$ cat config.mk
export PLATFORM = sky130hd
export DESIGN_NAME = lde_ctrl
export DESIGN_NICKNAME = d
export VERILOG_FILES = /design/src/design/lde_pkg.sv /design/src/design/lde_ctrl.sv
export SDC_FILE = /design/constraint.sdc
export NUM_CORES = 1
export LEC_CHECK = 0
export ABC_AREA = 1
export BUFFER_PORTS_ARGS = -buffer_cell sky130_fd_sc_hd__buf_2
export CAP_MARGIN = 20
export CORE_MARGIN = 5
export CORE_UTILIZATION = 45
export DETAILED_ROUTE_END_ITERATION = 8
export PLACE_DENSITY = 0.79
export REMOVE_ABC_BUFFERS = 1
export SLEW_MARGIN = 20
export SYNTH_ARGS = -nofsm -noshare
export SYNTH_HDL_FRONTEND = slang
export SYNTH_SLANG_ARGS = --single-unit
$ cat constraint.sdc
create_clock -name clk -period 2.72 [get_ports clk]
set_input_delay 0.136 -clock clk [delete_from_list [all_inputs] [get_ports clk]]
set_output_delay 0.136 -clock clk [all_outputs]
set_load 0.02 [all_outputs]
$ cat src/design/lde_pkg.sv
`timescale 1ns / 1ps

package lde_pkg;

	localparam logic [1:0] MODE_OD = 2'd0;
	localparam logic [1:0] MODE_UD = 2'd1;
	localparam logic [1:0] MODE_MEM = 2'd2;

	localparam logic CMD_RESET = 1'b0;
	localparam logic CMD_STEP = 1'b1;

	localparam logic [2:0] REG_MODE = 3'd0;
	localparam logic [2:0] REG_TIME_STEP = 3'd1;
	localparam logic [2:0] REG_DRIFT_GAIN = 3'd2;
	localparam logic [2:0] REG_FRICTION = 3'd3;
	localparam logic [2:0] REG_NOISE_SCALE = 3'd4;
	localparam logic [2:0] REG_KERNEL_DECAY = 3'd5;
	localparam logic [2:0] REG_START_POS = 3'd6;
	localparam logic [2:0] REG_START_VEL = 3'd7;

	localparam logic [16:0] DECAY_RESET = 17'd24109;
	localparam logic [47:0] TIME_MAX = 48'hFFFF_FFFF_FFFF;

	typedef enum logic [3:0] {
		OP_KICK,
		OP_XG,
		OP_GDT,
		OP_FF,
		OP_ADT,
		OP_VDT,
		OP_ALU_OD,
		OP_ALU_ACC,
		OP_ALU_V,
		OP_ALU_X,
		OP_PUSH,
		OP_DONE
	} op_t;

	typedef struct packed {
		logic load_start;
		logic step_start;
		logic walk_step;
		logic exec;
		op_t  op;
		logic load_out;
	} dp_cmd_t;

	typedef struct packed {
		logic walk_last;
		logic walk_busy;
		logic mul_done;
	} dp_stat_t;

	function automatic op_t uop(input logic [1:0] mode, input logic [3:0] idx);
		op_t op;
		op = OP_DONE;
		if (mode == MODE_OD) begin
			case (idx)
				4'd0: op = OP_KICK;
				4'd1: op = OP_XG;
				4'd2: op = OP_GDT;
				4'd3: op = OP_ALU_OD;
				default: op = OP_DONE;
			endcase
		end else if (mode == MODE_UD || mode == MODE_MEM) begin
			case (idx)
				4'd0: op = OP_KICK;
				4'd1: op = OP_XG;
				4'd2: op = OP_FF;
				4'd3: op = OP_ALU_ACC;
				4'd4: op = OP_ADT;
				4'd5: op = OP_ALU_V;
				4'd6: op = OP_VDT;
				4'd7: op = OP_ALU_X;
				4'd8: op = (mode == MODE_MEM) ? OP_PUSH : OP_DONE;
				default: op = OP_DONE;
			endcase
		end
		return op;
	endfunction

	function automatic logic is_mul(input op_t op);
		logic m;
		case (op)
			OP_KICK, OP_XG, OP_GDT, OP_FF, OP_ADT, OP_VDT: m = 1'b1;
			default: m = 1'b0;
		endcase
		return m;
	endfunction

	// Rounds a product to nearest with ties away from zero, then saturates.
	function automatic logic signed [31:0] qround(input logic signed [65:0] p,
			input int unsigned frac);
		logic [66:0] mag;
		logic [66:0] r;
		logic signed [31:0] res;
		mag = p[65] ? (67'd0 - {p[65], p}) : {1'b0, p};
		r = (mag + (67'd1 << (frac - 1))) >> frac;
		if (!p[65]) begin
			res = (r > 67'h7FFF_FFFF) ? 32'sh7FFF_FFFF : signed'(r[31:0]);
		end else begin
			res = (r > 67'h8000_0000) ? 32'sh8000_0000 : signed'(32'd0 - r[31:0]);
		end
		return res;
	endfunction

	function automatic logic signed [31:0] sat35(input logic signed [34:0] s);
		logic signed [31:0] res;
		if (s > 35'sh0_7FFF_FFFF) begin
			res = 32'sh7FFF_FFFF;
		end else if (s < -35'sh0_8000_0000) begin
			res = 32'sh8000_0000;
		end else begin
			res = s[31:0];
		end
		return res;
	endfunction

endpackage

$ cat src/design/lde_ctrl.sv
`timescale 1ns / 1ps

module lde_ctrl (
	input  logic              clk,
	input  logic              arst_n,
	input  logic              in_valid,
	output logic              in_ready,
	input  logic              command,
	input  logic [1:0]        mode,
	output logic              out_valid,
	input  logic              out_ready,
	output lde_pkg::dp_cmd_t  cmd,
	input  lde_pkg::dp_stat_t stat
);

	typedef enum logic [5:0] {
		S_IDLE  = 6'b000001,
		S_WALK  = 6'b000010,
		S_DRAIN = 6'b000100,
		S_EXEC  = 6'b001000,
		S_MWAIT = 6'b010000,
		S_DONE  = 6'b100000
	} state_t;

	state_t state_q;
	logic [3:0] upc_q;
	logic out_valid_q;
	logic accept;
	lde_pkg::op_t op;

	assign op = lde_pkg::uop(mode, upc_q);
	assign in_ready = (state_q == S_IDLE);
	assign accept = in_valid && in_ready;
	assign out_valid = out_valid_q;

	always_comb begin
		cmd.load_start = accept && (command == lde_pkg::CMD_RESET);
		cmd.step_start = accept && (command == lde_pkg::CMD_STEP);
		cmd.walk_step = (state_q == S_WALK);
		cmd.exec = (state_q == S_EXEC) && (op != lde_pkg::OP_DONE);
		cmd.op = op;
		cmd.load_out = (state_q == S_DONE) && (!out_valid_q || out_ready);
	end

	always_ff @(posedge clk or negedge arst_n) begin
		if (!arst_n) begin
			state_q <= S_IDLE;
			upc_q <= '0;
			out_valid_q <= 1'b0;
		end else begin
			if (cmd.load_out) begin
				out_valid_q <= 1'b1;
			end else if (out_ready) begin
				out_valid_q <= 1'b0;
			end
			case (state_q)
				S_IDLE: begin
					upc_q <= '0;
					if (accept) begin
						if (command == lde_pkg::CMD_RESET) begin
							state_q <= S_DONE;
						end else if (mode == lde_pkg::MODE_MEM) begin
							state_q <= S_WALK;
						end else begin
							state_q <= S_EXEC;
						end
					end
				end
				S_WALK: begin
					if (stat.walk_last) begin
						state_q <= S_DRAIN;
					end
				end
				S_DRAIN: begin
					if (!stat.walk_busy) begin
						state_q <= S_EXEC;
					end
				end
				S_EXEC: begin
					if (op == lde_pkg::OP_DONE) begin
						state_q <= S_DONE;
					end else begin
						upc_q <= upc_q + 4'd1;
						if (lde_pkg::is_mul(op)) begin
							state_q <= S_MWAIT;
						end
					end
				end
				S_MWAIT: begin
					if (stat.mul_done) begin
						state_q <= S_EXEC;
					end
				end
				S_DONE: begin
					if (cmd.load_out) begin
						state_q <= S_IDLE;
					end
				end
				default: state_q <= S_IDLE;
			endcase
		end
	end

	a_onehot: assert property (@(posedge clk) disable iff (!arst_n) $onehot(state_q))
		else $error("controller state not one-hot");
	a_walk_mode: assert property (@(posedge clk) disable iff (!arst_n)
		(state_q == S_WALK) |-> (mode == lde_pkg::MODE_MEM))
		else $error("history walk outside memory mode");
	a_done_out: assert property (@(posedge clk) disable iff (!arst_n)
		cmd.load_out |=> out_valid_q && (state_q == S_IDLE))
		else $error("result not presented after completion");

endmodule

== Word level (Yosys, flattened, before mapping) ==
Cells that the tools add are included.
W data, S select, Z words.

* Register bits: 11
* Input port bits: 10
* Output and inout port bits: 11
* Logic and storage cells: 73

* Add/sub/neg operators: 1
* Equality and inequality tests: 30
* Mux-type cells: 22
* Bitwise logic cells: 1
* Reductions and logical operators: 16

{| class="wikitable"
|+ Operator list
! kind !! number
|-
| $mux W6 || 8
|-
| $pmux W4 S9 || 1
|-
| $pmux W6 S6 || 1
|-
| $eq A4 B3 Y1 const B || 6
|-
| $eq A4 B2 Y1 const B || 4
|-
| $mux W4 || 4
|-
| $pmux W4 S4 || 1
|-
| $eq A4 B1 Y1 const B || 2
|-
| $eq A4 B4 Y1 const B || 2
|-
| $logic_not A4 Y1 || 2
|-
| $ne A2 B2 Y1 const B || 4
|-
| $pmux W4 S2 || 1
|-
| $eq A6 B1 Y1 const B || 1
|-
| $eq A6 B2 Y1 const B || 1
|-
| $eq A6 B3 Y1 const B || 1
|-
| $eq A6 B4 Y1 const B || 1
|-
| $eq A6 B5 Y1 const B || 1
|-
| $eq A6 B6 Y1 const B || 1
|-
| $mux W1 || 6
|-
| $reduce_and A6 Y1 || 1
|-
| $reduce_or A6 Y1 || 1
|-
| $logic_and A1 B1 Y1 || 5
|-
| $add A4 B1 Y4 const B || 1
|-
| $ne A2 B1 Y1 const B || 2
|-
| 10 further kinds || 12
|}

== Logic depth before layout (Yosys ltp) ==
Gate-level depths: netlist (run 1).

* Depth in word-level cells: 13
* Depth in mapped cells: 16
* Depth with buffers taken out: 16

== Worst setup path after synthesis (run 1) ==
Ideal clock, no wire load.

* Kind: reg2reg
* From: reg upc_q[0]
* To: reg state_q[4]
* Setup time: 0.117 ns
* Arrival: 1.712 ns
* Required time: 2.603 ns
* Path slack: 0.890 ns
* Cell stages (with the launch flop): 13
* Buffers on the path: 0
* Period minus slack after synthesis: 1.830 ns
* Cell sequence: dfrtp_1 -> inv_1 -> ha_1 -> o21ai_1 -> o21ai_2 -> inv_2 -> nand2_1 -> nand2_2 -> nand3_4 -> nand2_4 -> inv_2 -> nand3_1 -> nand2_1

{| class="wikitable"
|+ RTL lines
! what !! line !! RTL
|-
| start: declaration || lde_ctrl.sv:26 || <nowiki>logic [3:0] upc_q;</nowiki>
|-
| start signal: assignment || lde_ctrl.sv:83 || <nowiki>upc_q <= upc_q + 4'd1;</nowiki>
|-
| end signal: assignment || lde_ctrl.sv:47 || <nowiki>state_q <= S_IDLE;</nowiki>
|-
| end signal: assignment || lde_ctrl.sv:61 || <nowiki>state_q <= S_DONE;</nowiki>
|-
| end signal: assignment || lde_ctrl.sv:63 || <nowiki>state_q <= S_WALK;</nowiki>
|-
| end: declaration || lde_ctrl.sv:25 || <nowiki>state_t state_q;</nowiki>
|}

==> results of run 1 <==
[cell type report]
cell class / count / area (um^2) / area share, %
multi-input combinational: 104 / 601 / 51.0
sequential: 11 / 277 / 23.5
inverter: 34 / 130 / 11.0
timing repair buffer: 21 / 110 / 9.34
tap: 28 / 35.0 / 2.97
clock buffer: 4 / 26.3 / 2.23
[metrics by stage]
stage                     hold WS [ps]  setup WS, ps
final                              105           508
after global routing              94.7           288
after CTS                         96.9           493
after detailed placement          15.7           799
after global placement            15.5           861
after floorplan                   -160           890
[layout by cell type (no fill, tap or decap)]
cell | synthesis | layout
a21oi_1 | 2 | 2
buf_2 | 0 | 20
clkbuf_1 | 0 | 1
clkbuf_4 | 0 | 3
dfrtp_1 | 10 | 10
dfstp_2 | 1 | 1
dlygate4sd3_1 | 0 | 1
ha_1 | 6 | 6
inv_1 | 28 | 28
inv_2 | 5 | 5
inv_4 | 1 | 1
nand2_1 | 30 | 30
nand2_2 | 8 | 8
nand2_4 | 3 | 3
nand3_1 | 13 | 13
nand3_4 | 2 | 2
nand4_1 | 5 | 5
nor2_1 | 20 | 20
nor2_2 | 2 | 2
nor2_4 | 1 | 1
nor3_2 | 1 | 1
nor4_1 | 1 | 1
o21ai_0 | 2 | 2
o21ai_1 | 2 | 2
o21ai_2 | 4 | 4
xor2_1 | 2 | 2
[layer usage]
| metal | track usage (%) | vias to the layer above |
|---|---|---|
| li1 | - | 508 |
| met1 | 18.3 | 455 |
| met2 | 27.1 | 32 |
| met3 | 4.98 | 2 |
| met4 | 3.97 | 0 |
| met5 | 0 | - |
[cell families (layout without fill, tap and decap cells)]
kind of cell	after synthesis	in the layout	synth area share [%]
simple gates	86	86	44.0
buf+inv	34	59	12.9
xor+xnor	2	2	1.74
fa+ha+maj	6	6	7.45
compound gates	10	10	6.46
flops	11	11	27.5
[path summary, 6_finish.rpt]
path,from,cells after the start,endpoint,slack (ps)
min in group asynchronous,arst_n,2,state_q[1]$_DFFE_PN0P_,250
setup reg to reg,upc_q[0]$_DFFE_PN0P_,16,upc_q[2]$_DFFE_PN0P_,830
hold / removal,in_valid,4,state_q[0]$_DFFE_PN1P_,110
max in group asynchronous,arst_n,2,state_q[0]$_DFFE_PN1P_,2210
setup / recovery,upc_q[0]$_DFFE_PN0P_,15,cmd[5],510
hold reg to reg,state_q[4]$_DFFE_PN0P_,3,out_valid$_DFFE_PN0P_,610
[state kept, by name, summed over array words and instances (netlist names)]
register	count
state_q	6
upc_q	4
out_valid	1
[worst max-delay path: stages (launching register included)]
cell and delay [ps]:
dfrtp_1 410, inv_1 140, ha_1 220, inv_1 50, nand2_1 50, nand2_1 50, nand2_1 90, nor2_2 40
nand2_2 60, nand2_1 70, nand2_2 80, nand2_4 60, nand3_4 120, nand2_4 70, inv_2 110, buf_2 170
[power by group]
part | switching [uW] | internal, uW | total, uW
registers | 22.6 | 205 | 228
logic | 351 | 160 | 511
clock network | 58.2 | 56.9 | 115
total | 432 | 422 | 854
[repair_timing]
item / CTS / global route
resized for setup: 0 / 0
endpoints found under the hold margin: 11 / 0
hold buffers: 1 / 0
==> metrics, run 1 <==
status=finished clean; Post-synth EDFFs=0; Tightest Pin Transition=roughly 360 ps; WP data required=2580 ps; first-pass GRT wire length=between 4 and 5 mm; Die Height=between 50 and 60 um; mapped cell area=about 1000 um^2; unrepaired setup endpoints after global routing=false; fin area=between 1000 and 1500 um^2; vias in the first global route=slightly below 1000; # setup viols final=0; ranking of synthesized cells by area=dfrtp_1, nand2_1, inv_1, ha_1, nor2_1; total die area=approximately 3300 um^2; Slew Limit Headroom=between 70% and 80%; Period minus WS final=~2200 ps; CORE AREA=approximately 2200 um^2; postcts setup bufs=0; Pwr Density=724 nW/um^2; Clock Tree Root=clkbuf_4; placed cells=roughly 200; CTS tree=built; Max Root-Sink Buffers=2; TNS Setup=0 ps; Setup CP Type=flop to output port; Synth cell types=22; top layer reached by signal wires=met4; post-synth top area share=about 25%; layout cells sized above 1=around 29%; Final HPWL DP=between 1.5 and 2 mm; ys flop type=dfrtp_1; skew final=between 2 and 2.5 ps; met3 WL=~140 um; Die Wd=about 57 um; Routed WL=between 2 and 2.5 mm; Area Overhead vs Synth=17.0%; Total GRT Usage=15.5%; Slew Viols, Final=0; Avg Cell Area, Syn=just under 7 um^2; drt pass-1 iters=4; worst-skew pair later-pin latency=around 270 ps; CP Launch Type=flop; met2 WL=1.17 mm; min-delay worst type=input pin to flop; port bufs=20; Antenna Cells=0; initial DRC count=36; f_max=around 450 MHz; number of synthesized register bits=11; top-count cell post-synth=nand2_1; Final Wtd Congestion=a little under 0.9; Num Clock Sinks=11; commonest cells in the synthesized netlist=nand2_1, inv_1, nor2_1, nand3_1, dfrtp_1; Vias=about 1000; Routed Antenna Nets=0; via density per instance=between 4 and 5; # rows=17; Post-layout nets=191; number of buffers created by CTS=3; Pleak=~0.00067 uW; I/O Pins=21; Worst Path Arrival=approximately 2100 ps; CP Max Fanout=5; routed len/inst=~11 um; Syn Inst Count=roughly 150; final core utilization=between 50% and 60%; M1 WL=approximately 920 um; Clock transition at path regs=approximately 70 ps; YS warnings=0; Max VDD drop=0.469 mV; fillcell total=roughly 210; critical path capture point type=output port; Total Power=approximately 850 uW; post-synthesis sequential area ratio=a little over a quarter; fin crit share=between 80% and 90%; DR DRC count=0; Final Hold Viols=0; gr ovfl total=0; async set-or-reset flop fraction in the synthesized netlist=100%; post-synth top area cell=dfrtp_1; maxcap violations=0; Final Non-Filler Cells=202; DP Area=roughly 1100 um^2; largest net degree at the start of global routing=12; initial antenna violation count=0; Initial Util=approximately 46%; H-Tree Depth=1
(Power assumes the default switching activity.)
==> inputs of run 2 (changes only) <==
--- a/config.mk
+++ b/config.mk
@@ -11,7 +11,7 @@
 export CORE_MARGIN = 5
 export CORE_UTILIZATION = 45
 export DETAILED_ROUTE_END_ITERATION = 8
-export PLACE_DENSITY = 0.79
+export PLACE_DENSITY = 0.81
 export REMOVE_ABC_BUFFERS = 1
 export SLEW_MARGIN = 20
 export SYNTH_ARGS = -nofsm -noshare
==> constraint.sdc (replaced) <==
create_clock -name clk -period 2 [get_ports clk]
set_input_delay 0.1 -clock clk [delete_from_list [all_inputs] [get_ports clk]]
set_output_delay 0.1 -clock clk [all_outputs]
set_load 0.02 [all_outputs]
==> run 2 against run 1 <==
Critical path type unchanged. Core utilization rose by 9.0 points. Via count is 4.0% higher. Register-to-register slack got worse by 720 ps. First-iteration DRC count fell by 39%. Sequential share of layout area fell by 3.2 points.
==> metrics, run 2 (synthesized netlist as in run 1, its figures left out) <==
status=finished clean (unchanged); maxcap violations=0 (unchanged); placed cells=199 (was 197); H-Tree Depth=1 (unchanged); f_max=around 510 MHz; min-delay worst type=input pin to flop (unchanged); Setup crit end=cmd[5] (unchanged); number of buffers created by CTS=3 (unchanged); Slew Limit Headroom=74.6% (was 76.3%); Final HPWL DP=1.94 mm (was 1.92 mm); Period minus WS final=~2000 ps; Max VDD drop=0.701 mV (was 0.469 mV); # rows=17 (unchanged); Largest register FFs=6 (unchanged); CTS tree=built (unchanged); Worst path slowest cell=dfrtp_2 (was dfrtp_1); Crit path top cell by count=nand2_2 (was nand2_1); Worst R2R Start=upc_q[1]$_DFFE_PN0P_ (was upc_q[0]$_DFFE_PN0P_); vias in the first global route=1024 (was 981); initial DRC count=22 (was 36); most frequent cells in the layout=inv_1, nand2_1, nor2_1, buf_2 (was nand2_1, inv_1, nor2_1, buf_2, nand3_1); port bufs=20 (unchanged); reg2reg path depth=16 (unchanged); Pwr Density=977 nW/um^2 (was 724 nW/um^2); Final Non-Filler Cells=215 (was 202); Post-layout nets=204 (was 191); I/O Pins=21 (unchanged); skew final=6.09 ps (was 2.12 ps); fin area=1370 um^2 (was 1180 um^2); Tightest Pin Transition=380 ps (was 355 ps); Final Wtd Congestion=0.901 (was 0.886); layout cells sized above 1=44.9% (was 29.3%); Hold Startpoint=in_valid (unchanged); Slew Viols, Final=0 (unchanged); reg2reg end=state_q[2]$_DFFE_PN0P_ (was upc_q[2]$_DFFE_PN0P_); Initial Util=46.4% (unchanged); Largest Register=state_q (unchanged); DR DRC count=0 (unchanged); Max Root-Sink Buffers=2 (unchanged); Total Power=1340 uW (was 854 uW); Clock Tree Root=clkbuf_4 (unchanged); Num Clock Sinks=11 (unchanged); Routed WL=2.63 mm (was 2.24 mm); CP Max Fanout=4 (was 5); CP Launch Type=flop (unchanged); CP Launch Point=upc_q[1]$_DFFE_PN0P_ (was upc_q[0]$_DFFE_PN0P_); R2R setup slack=110 ps (was 830 ps); Vias=1037 (was 997); final core utilization=63.3% (was 54.3%); Final Hold Viols=0 (unchanged); critical path capture point type=output port (unchanged); Setup CP Type=flop to output port (unchanged); Clock transition at path regs=70 ps (about the same); Die Height=57.3 um (unchanged); Area Overhead vs Synth=36.4% (was 17.0%); Antenna Cells=0 (unchanged); via density per instance=4.82 (was 4.94); DP Area=1160 um^2 (was 1140 um^2); Total GRT Usage=15.9% (was 15.5%); critical-path cell list=inv_4 -> ha_4 -> inv_2 -> nand2_2 -> nand2_2 -> nand2_2 -> nor2_2 -> nand2_2 -> nand3_2 -> nand2_2 -> inv_4 -> nand3_4 -> nand2_4 -> inv_4 -> buf_6 (was inv_1 -> ha_1 -> inv_1 -> nand2_1 -> nand2_1 -> nand2_1 -> nor2_2 -> nand2_2 -> nand2_1 -> nand2_2 -> nand2_4 -> nand3_4 -> nand2_4 -> inv_2 -> buf_2); Routed Antenna Nets=0 (unchanged); drt pass-1 iters=4 (unchanged); routed len/inst=12.2 um (was 11.1 um); first-pass GRT wire length=4.13 mm (was 4.02 mm); total die area=3280 um^2 (unchanged); fin crit share=98.2%; Critical Path Max Stage Delay=440 ps (was 410 ps); WP data required=1900 ps (was 2580 ps); worst-skew pair later-pin latency=280 ps (was 270 ps); initial antenna violation count=0 (unchanged); Worst Path Arrival=1860 ps (was 2080 ps); # setup viols final=0 (unchanged); gr ovfl total=0 (unchanged); unrepaired setup endpoints after global routing=true (was false); Pleak=0.000737 uW (was 0.000671 uW); largest net degree at the start of global routing=12 (unchanged); Die Wd=57.3 um (unchanged); CORE AREA=2170 um^2 (unchanged)
## run 2: cell count changes in the layout (fill, tap and decap cells not counted), moves of 3 or more
cell / previous run / this run
nand2_1: 30 / 24
buf_4: 0 / 14
nand3_1: 13 / 10
ha_1: 6 / 2
inv_4: 1 / 4
ha_4: 0 / 3
inv_1: 28 / 24
nand3_2: 0 / 3
nand2_2: 8 / 14
## run 2: through the flow
| stage | hold WS, ps | TNS, ps | setup WS (ps) |
|---|---|---|---|
| 2_1_floorplan | -196 | 0 | 170 |
| 3_3_place_gp | -20.7 | 0 | 184 |
| 3_5_place_dp | -18.5 | 0 | 109 |
| 4_1_cts | 65.0 | 0 | 7.22 |
| 5_1_grt | 89.6 | -245 | -107 |
| 6_report | 68.5 | 0 | 35.1 |
## run 2: what timing repair did
action / in CTS / in global routing
pin swaps: 5 / 8
setup endpoints to repair: 1 / 6
setup buffers: 5 / 6
hold buffers: 1 / 0
hold endpoints to repair: 11 / 0
resized for setup: 17 / 13
## run 2: final cells by class
type | count | area, um^2
sequential | 11 | 279
clock buffer | 4 | 26.3
multi-input combinational | 104 | 679
timing repair buffer | 34 | 216
inverter | 34 | 138
tap | 28 | 35.0
fill | 202 | 796
## run 2: layer usage
metal  vias to the layer above  track usage, %  wire length, um
met2                        33            30.7             1450
met4                         0            3.31               35
li1                        533               -                -
met5                         -               0                0
met1                       465            16.6              995
met3                         6            4.98              150
## run 2: critical path, delay by kind of cell (launching register included)
family,cells,cell delay [ps]
flip-flops,1,440
adder cells (fa/ha/maj),1,160
buffers and inverters,5,340
AND/OR/NAND/NOR,9,670
## run 2: how the worst min path moves through the flow
stage                              to  cells after the start
2_1_floorplan   out_valid$_DFFE_PN0P_                      0
3_3_place_gp   state_q[1]$_DFFE_PN0P_                      1
3_5_place_dp   state_q[1]$_DFFE_PN0P_                      1
4_1_cts        state_q[0]$_DFFE_PN1P_                      4
5_1_grt        state_q[0]$_DFFE_PN1P_                      4
6_report       state_q[0]$_DFFE_PN1P_                      4
## run 2: report_power, final
part / internal, uW / switching (uW) / total, uW
combinational: 327 / 541 / 867
sequential: 280 / 38.2 / 318
clock: 77.4 / 79.5 / 157
==> inputs of run 3 (changes only) <==
--- a/config.mk
+++ b/config.mk
@@ -5,13 +5,12 @@
 export SDC_FILE = /design/constraint.sdc
 export NUM_CORES = 1
 export LEC_CHECK = 0
-export ABC_AREA = 1
 export BUFFER_PORTS_ARGS = -buffer_cell sky130_fd_sc_hd__buf_2
 export CAP_MARGIN = 20
 export CORE_MARGIN = 5
 export CORE_UTILIZATION = 45
 export DETAILED_ROUTE_END_ITERATION = 8
-export PLACE_DENSITY = 0.81
+export PLACE_DENSITY = 0.82
 export REMOVE_ABC_BUFFERS = 1
 export SLEW_MARGIN = 20
 export SYNTH_ARGS = -nofsm -noshare
==> run 3 against run 2 <==
Core utilization is 5.2 points higher. Global-route usage is 4.3 points higher. Cell count is 20% lower. Combinational power is 7.2% higher. Design area is 4.1% lower. First-iteration DRC count is 100% higher. The run now ends with setup timing left. Power is 6.5% higher. Sequential share of layout area is 0.77 points higher. Highest routed layer unchanged. Synthesized cell count is 32% lower.
==> metrics, run 3 <==
Largest Register=state_q (unchanged); Gate power share=65.0% (was 64.6%); number of synthesized register bits=11 (unchanged); critical-path cell list=inv_2 -> ha_4 -> or4_4 -> and2_4 -> nand2_4 -> a21o_1 -> inv_2 -> buf_6 (was inv_4 -> ha_4 -> inv_2 -> nand2_2 -> nand2_2 -> nand2_2 -> nor2_2 -> nand2_2 -> nand3_2 -> nand2_2 -> inv_4 -> nand3_4 -> nand2_4 -> inv_4 -> buf_6); CORE AREA=1920 um^2 (was 2170 um^2); maxcap violations=0 (unchanged); Pleak=0.000633 uW (was 0.000737 uW); Clock power frac=10.9% (was 11.7%); layout cells sized above 1=47.2% (was 44.9%); Bufs and invs on worst path=3 (was 5); fin area=1320 um^2 (was 1370 um^2); post-synthesis sequential area ratio=31.2% (was 27.5%); Routed Antenna Nets=0 (unchanged); CP Max Fanout=4 (unchanged); Post-layout nets=161 (was 204); Top Family by Delay on Critical Path=simple AND/OR/NAND/NOR gates (unchanged); number of buffers created by CTS=3 (unchanged); switching share of power=43.8% (was 49.0%); via density per instance=5.76 (was 4.82); WP data required=1900 ps (about the same); fin crit share=108% (was 98.2%); Slew Viols, Final=0 (unchanged); vias in the first global route=963 (was 1024); drt pass-1 iters=4 (unchanged); Synth cell types=40 (was 22); worst-skew pair later-pin latency=280 ps (about the same); Worst Path Arrival=2050 ps (was 1860 ps); CTS tree=built (unchanged); status=finished, violations left (was finished clean); skew final=3.98 ps (was 6.09 ps); Pwr Density=1080 nW/um^2 (was 977 nW/um^2); Crit path top cell by count=inv_2 (was nand2_2); Final WS setup=-154 ps (was 35.1 ps); ranking of synthesized cells by area=dfrtp_1, ha_1, nand3b_1, nor2b_1, inv_1 (was dfrtp_1, nand2_1, inv_1, ha_1, nor2_1); gr ovfl total=0 (unchanged); mapped cell area=886 um^2 (was 1010 um^2); DR DRC count=0 (unchanged); critical path capture point type=output port (unchanged); Area Overhead vs Synth=48.7% (was 36.4%); failing checks=setup timing; Critical Path Max Stage Delay=530 ps (was 440 ps); top-count cell post-synth=dfrtp_1 (was nand2_1); routed len/inst=16.6 um (was 12.2 um); initial antenna violation count=0 (unchanged); Total GRT Usage=20.1% (was 15.9%); Antenna Cells=0 (unchanged); post-synth top area cell=dfrtp_1 (unchanged); async set-or-reset flop fraction in the synthesized netlist=100% (unchanged); largest net degree at the start of global routing=12 (unchanged); Max VDD drop=0.678 mV (was 0.701 mV); Slew Limit Headroom=70.0% (was 74.6%); Post-synth EDFFs=0 (unchanged); Largest register FFs=6 (unchanged); first-pass GRT wire length=4.18 mm (was 4.13 mm); Setup CP Type=flop to output port (unchanged); Die Height=54.4 um (was 57.3 um); initial DRC count=44 (was 22); Worst path slowest cell=or4_4 (was dfrtp_2); Vias=985 (was 1037); CP Launch Type=flop (unchanged); Num Clock Sinks=11 (unchanged); DP Area=1110 um^2 (was 1160 um^2); Max Root-Sink Buffers=2 (unchanged); port bufs=20 (unchanged); most frequent cells in the layout=buf_4, buf_2, dfrtp_1, nand2_1, nor2_1 (was inv_1, nand2_1, nor2_1, buf_2); Total Power=1430 uW (was 1340 uW); commonest cells in the synthesized netlist=dfrtp_1, inv_1, nand2_1, ha_1, nor2_1 (was nand2_1, inv_1, nor2_1, nand3_1, dfrtp_1); min-delay worst type=input pin to flop (unchanged); f_max=464 MHz (was 509 MHz); # setup viols final=10 (was 0); # rows=16 (was 17); unrepaired setup endpoints after global routing=true (unchanged); Final HPWL DP=1.97 mm (was 1.94 mm); post-synth top area share=28.2% (was 24.8%); I/O Pins=21 (unchanged); H-Tree Depth=1 (unchanged); Avg Cell Area, Syn=8.77 um^2 (was 6.76 um^2); Die Wd=54.4 um (was 57.3 um); Routed WL=2.84 mm (was 2.63 mm); switching power=626 uW (was 658 uW); TNS Setup=-773 ps (was 0 ps); Tightest Pin Transition=446 ps (was 380 ps); Initial Util=46.1% (was 46.4%); Final Hold Viols=0 (unchanged); total die area=2960 um^2 (was 3280 um^2); ys flop type=dfrtp_1 (unchanged); most common cell after layout, fill and taps aside=buf_4; Seq pwr share=24.1% (was 23.7%); Syn Inst Count=101 (was 149); Power Internal=803 uW (was 684 uW); Clock Tree Root=clkbuf_4 (unchanged); Clock transition at path regs=70 ps (about the same); YS warnings=0 (unchanged); Period minus WS final=2150 ps (was 1960 ps); Final Wtd Congestion=0.885 (was 0.901)
run 3: cell types whose count changed after synthesis, moves of 5 or more:
cell      delta
nand4_1      -5
inv_2        -5
nand2_1     -22
inv_1       -20
nor2_1      -14
nor2b_1      +5
nand3_1     -11
nand3b_1     +5
nand2_2      -7
run 3: metrics by stage:
step                instances  hold WS, ps  utilization [%]  worst slack, ps
floorplan                  99         -196                -             -208
global placement          159        -26.9             57.6            -20.6
detailed placement        159        -23.6             57.6            -93.5
CTS                       168         18.1             62.0            -90.9
global route              171         22.3             68.6             -257
finish                    171         13.6             68.6             -154
run 3: path summary, 6_finish.rpt:
check	start	endpoint	slack, ps	depth (start not counted)
max in group asynchronous	arst_n	state_q[0]$_DFFE_PN1P_	1530	2
worst min-delay path	stat[2]	state_q[1]$_DFFE_PN0P_	10	2
min in group asynchronous	arst_n	state_q[1]$_DFFE_PN0P_	210	2
worst max-delay path	upc_q[1]$_DFFE_PN0P_	cmd[5]	-150	8
worst min register to register	out_valid$_DFFE_PN0P_	out_valid$_DFFE_PN0P_	570	2
worst max register to register	upc_q[1]$_DFFE_PN0P_	upc_q[1]$_DFFE_PN0P_	-110	9
run 3: power by group through the flow:
stage                     Combinational (uW)  Clock (uW)  Sequential [uW]
after global placement                   667           0              326
after CTS                                793         152              328
final                                    929         156              345
after global routing                     990         163              353
after floorplan                          429           0              331
after detailed placement                 693           0              332
run 3: layout make-up:
cell class / count / area, um^2
well taps: 27 / 33.8
repair buffers: 41 / 285
fillers: 161 / 604
inverters: 8 / 30.0
multi-input cells: 80 / 664
clock buffers: 4 / 26.3
flip-flops and latches: 11 / 278
run 3: logic make-up (layout without fill, tap and decap cells):
family                     count (synthesis)  count (layout)  synth area share [%]
muxes                                      1               1                  1.27
DFF                                       11              11                  31.2
adders and majority gates                  6               6                  8.47
buffers and inverters                     10              53                  4.52
AOI/OAI and AO/OA                         27              27                  22.5
and+or+nand+nor                           46              46                  32.1
run 3: timing repair:
action	4_1_cts	5_1_grt
pin swaps	1	4
endpoints found under the setup margin	10	15
hold endpoints to repair	11	0
buffers inserted	4	3
gates resized for setup	9	23
hold buffers	1	0
run 3: routing by layer:
metal	track usage, %	share of wire, %
met5	0	0
met4	12.0	2.2
met3	3.27	6.5
met2	37.1	52
met1	21.1	39
run 3: worst register-to-register path, delay by kind of cell, from the launching register on:
kind | cells | cell delay [ps]
and+or+nand+nor | 3 | 760
DFF | 1 | 430
adders and majority gates | 1 | 170
buffers and inverters | 3 | 290
AOI/OAI and AO/OA | 2 | 350
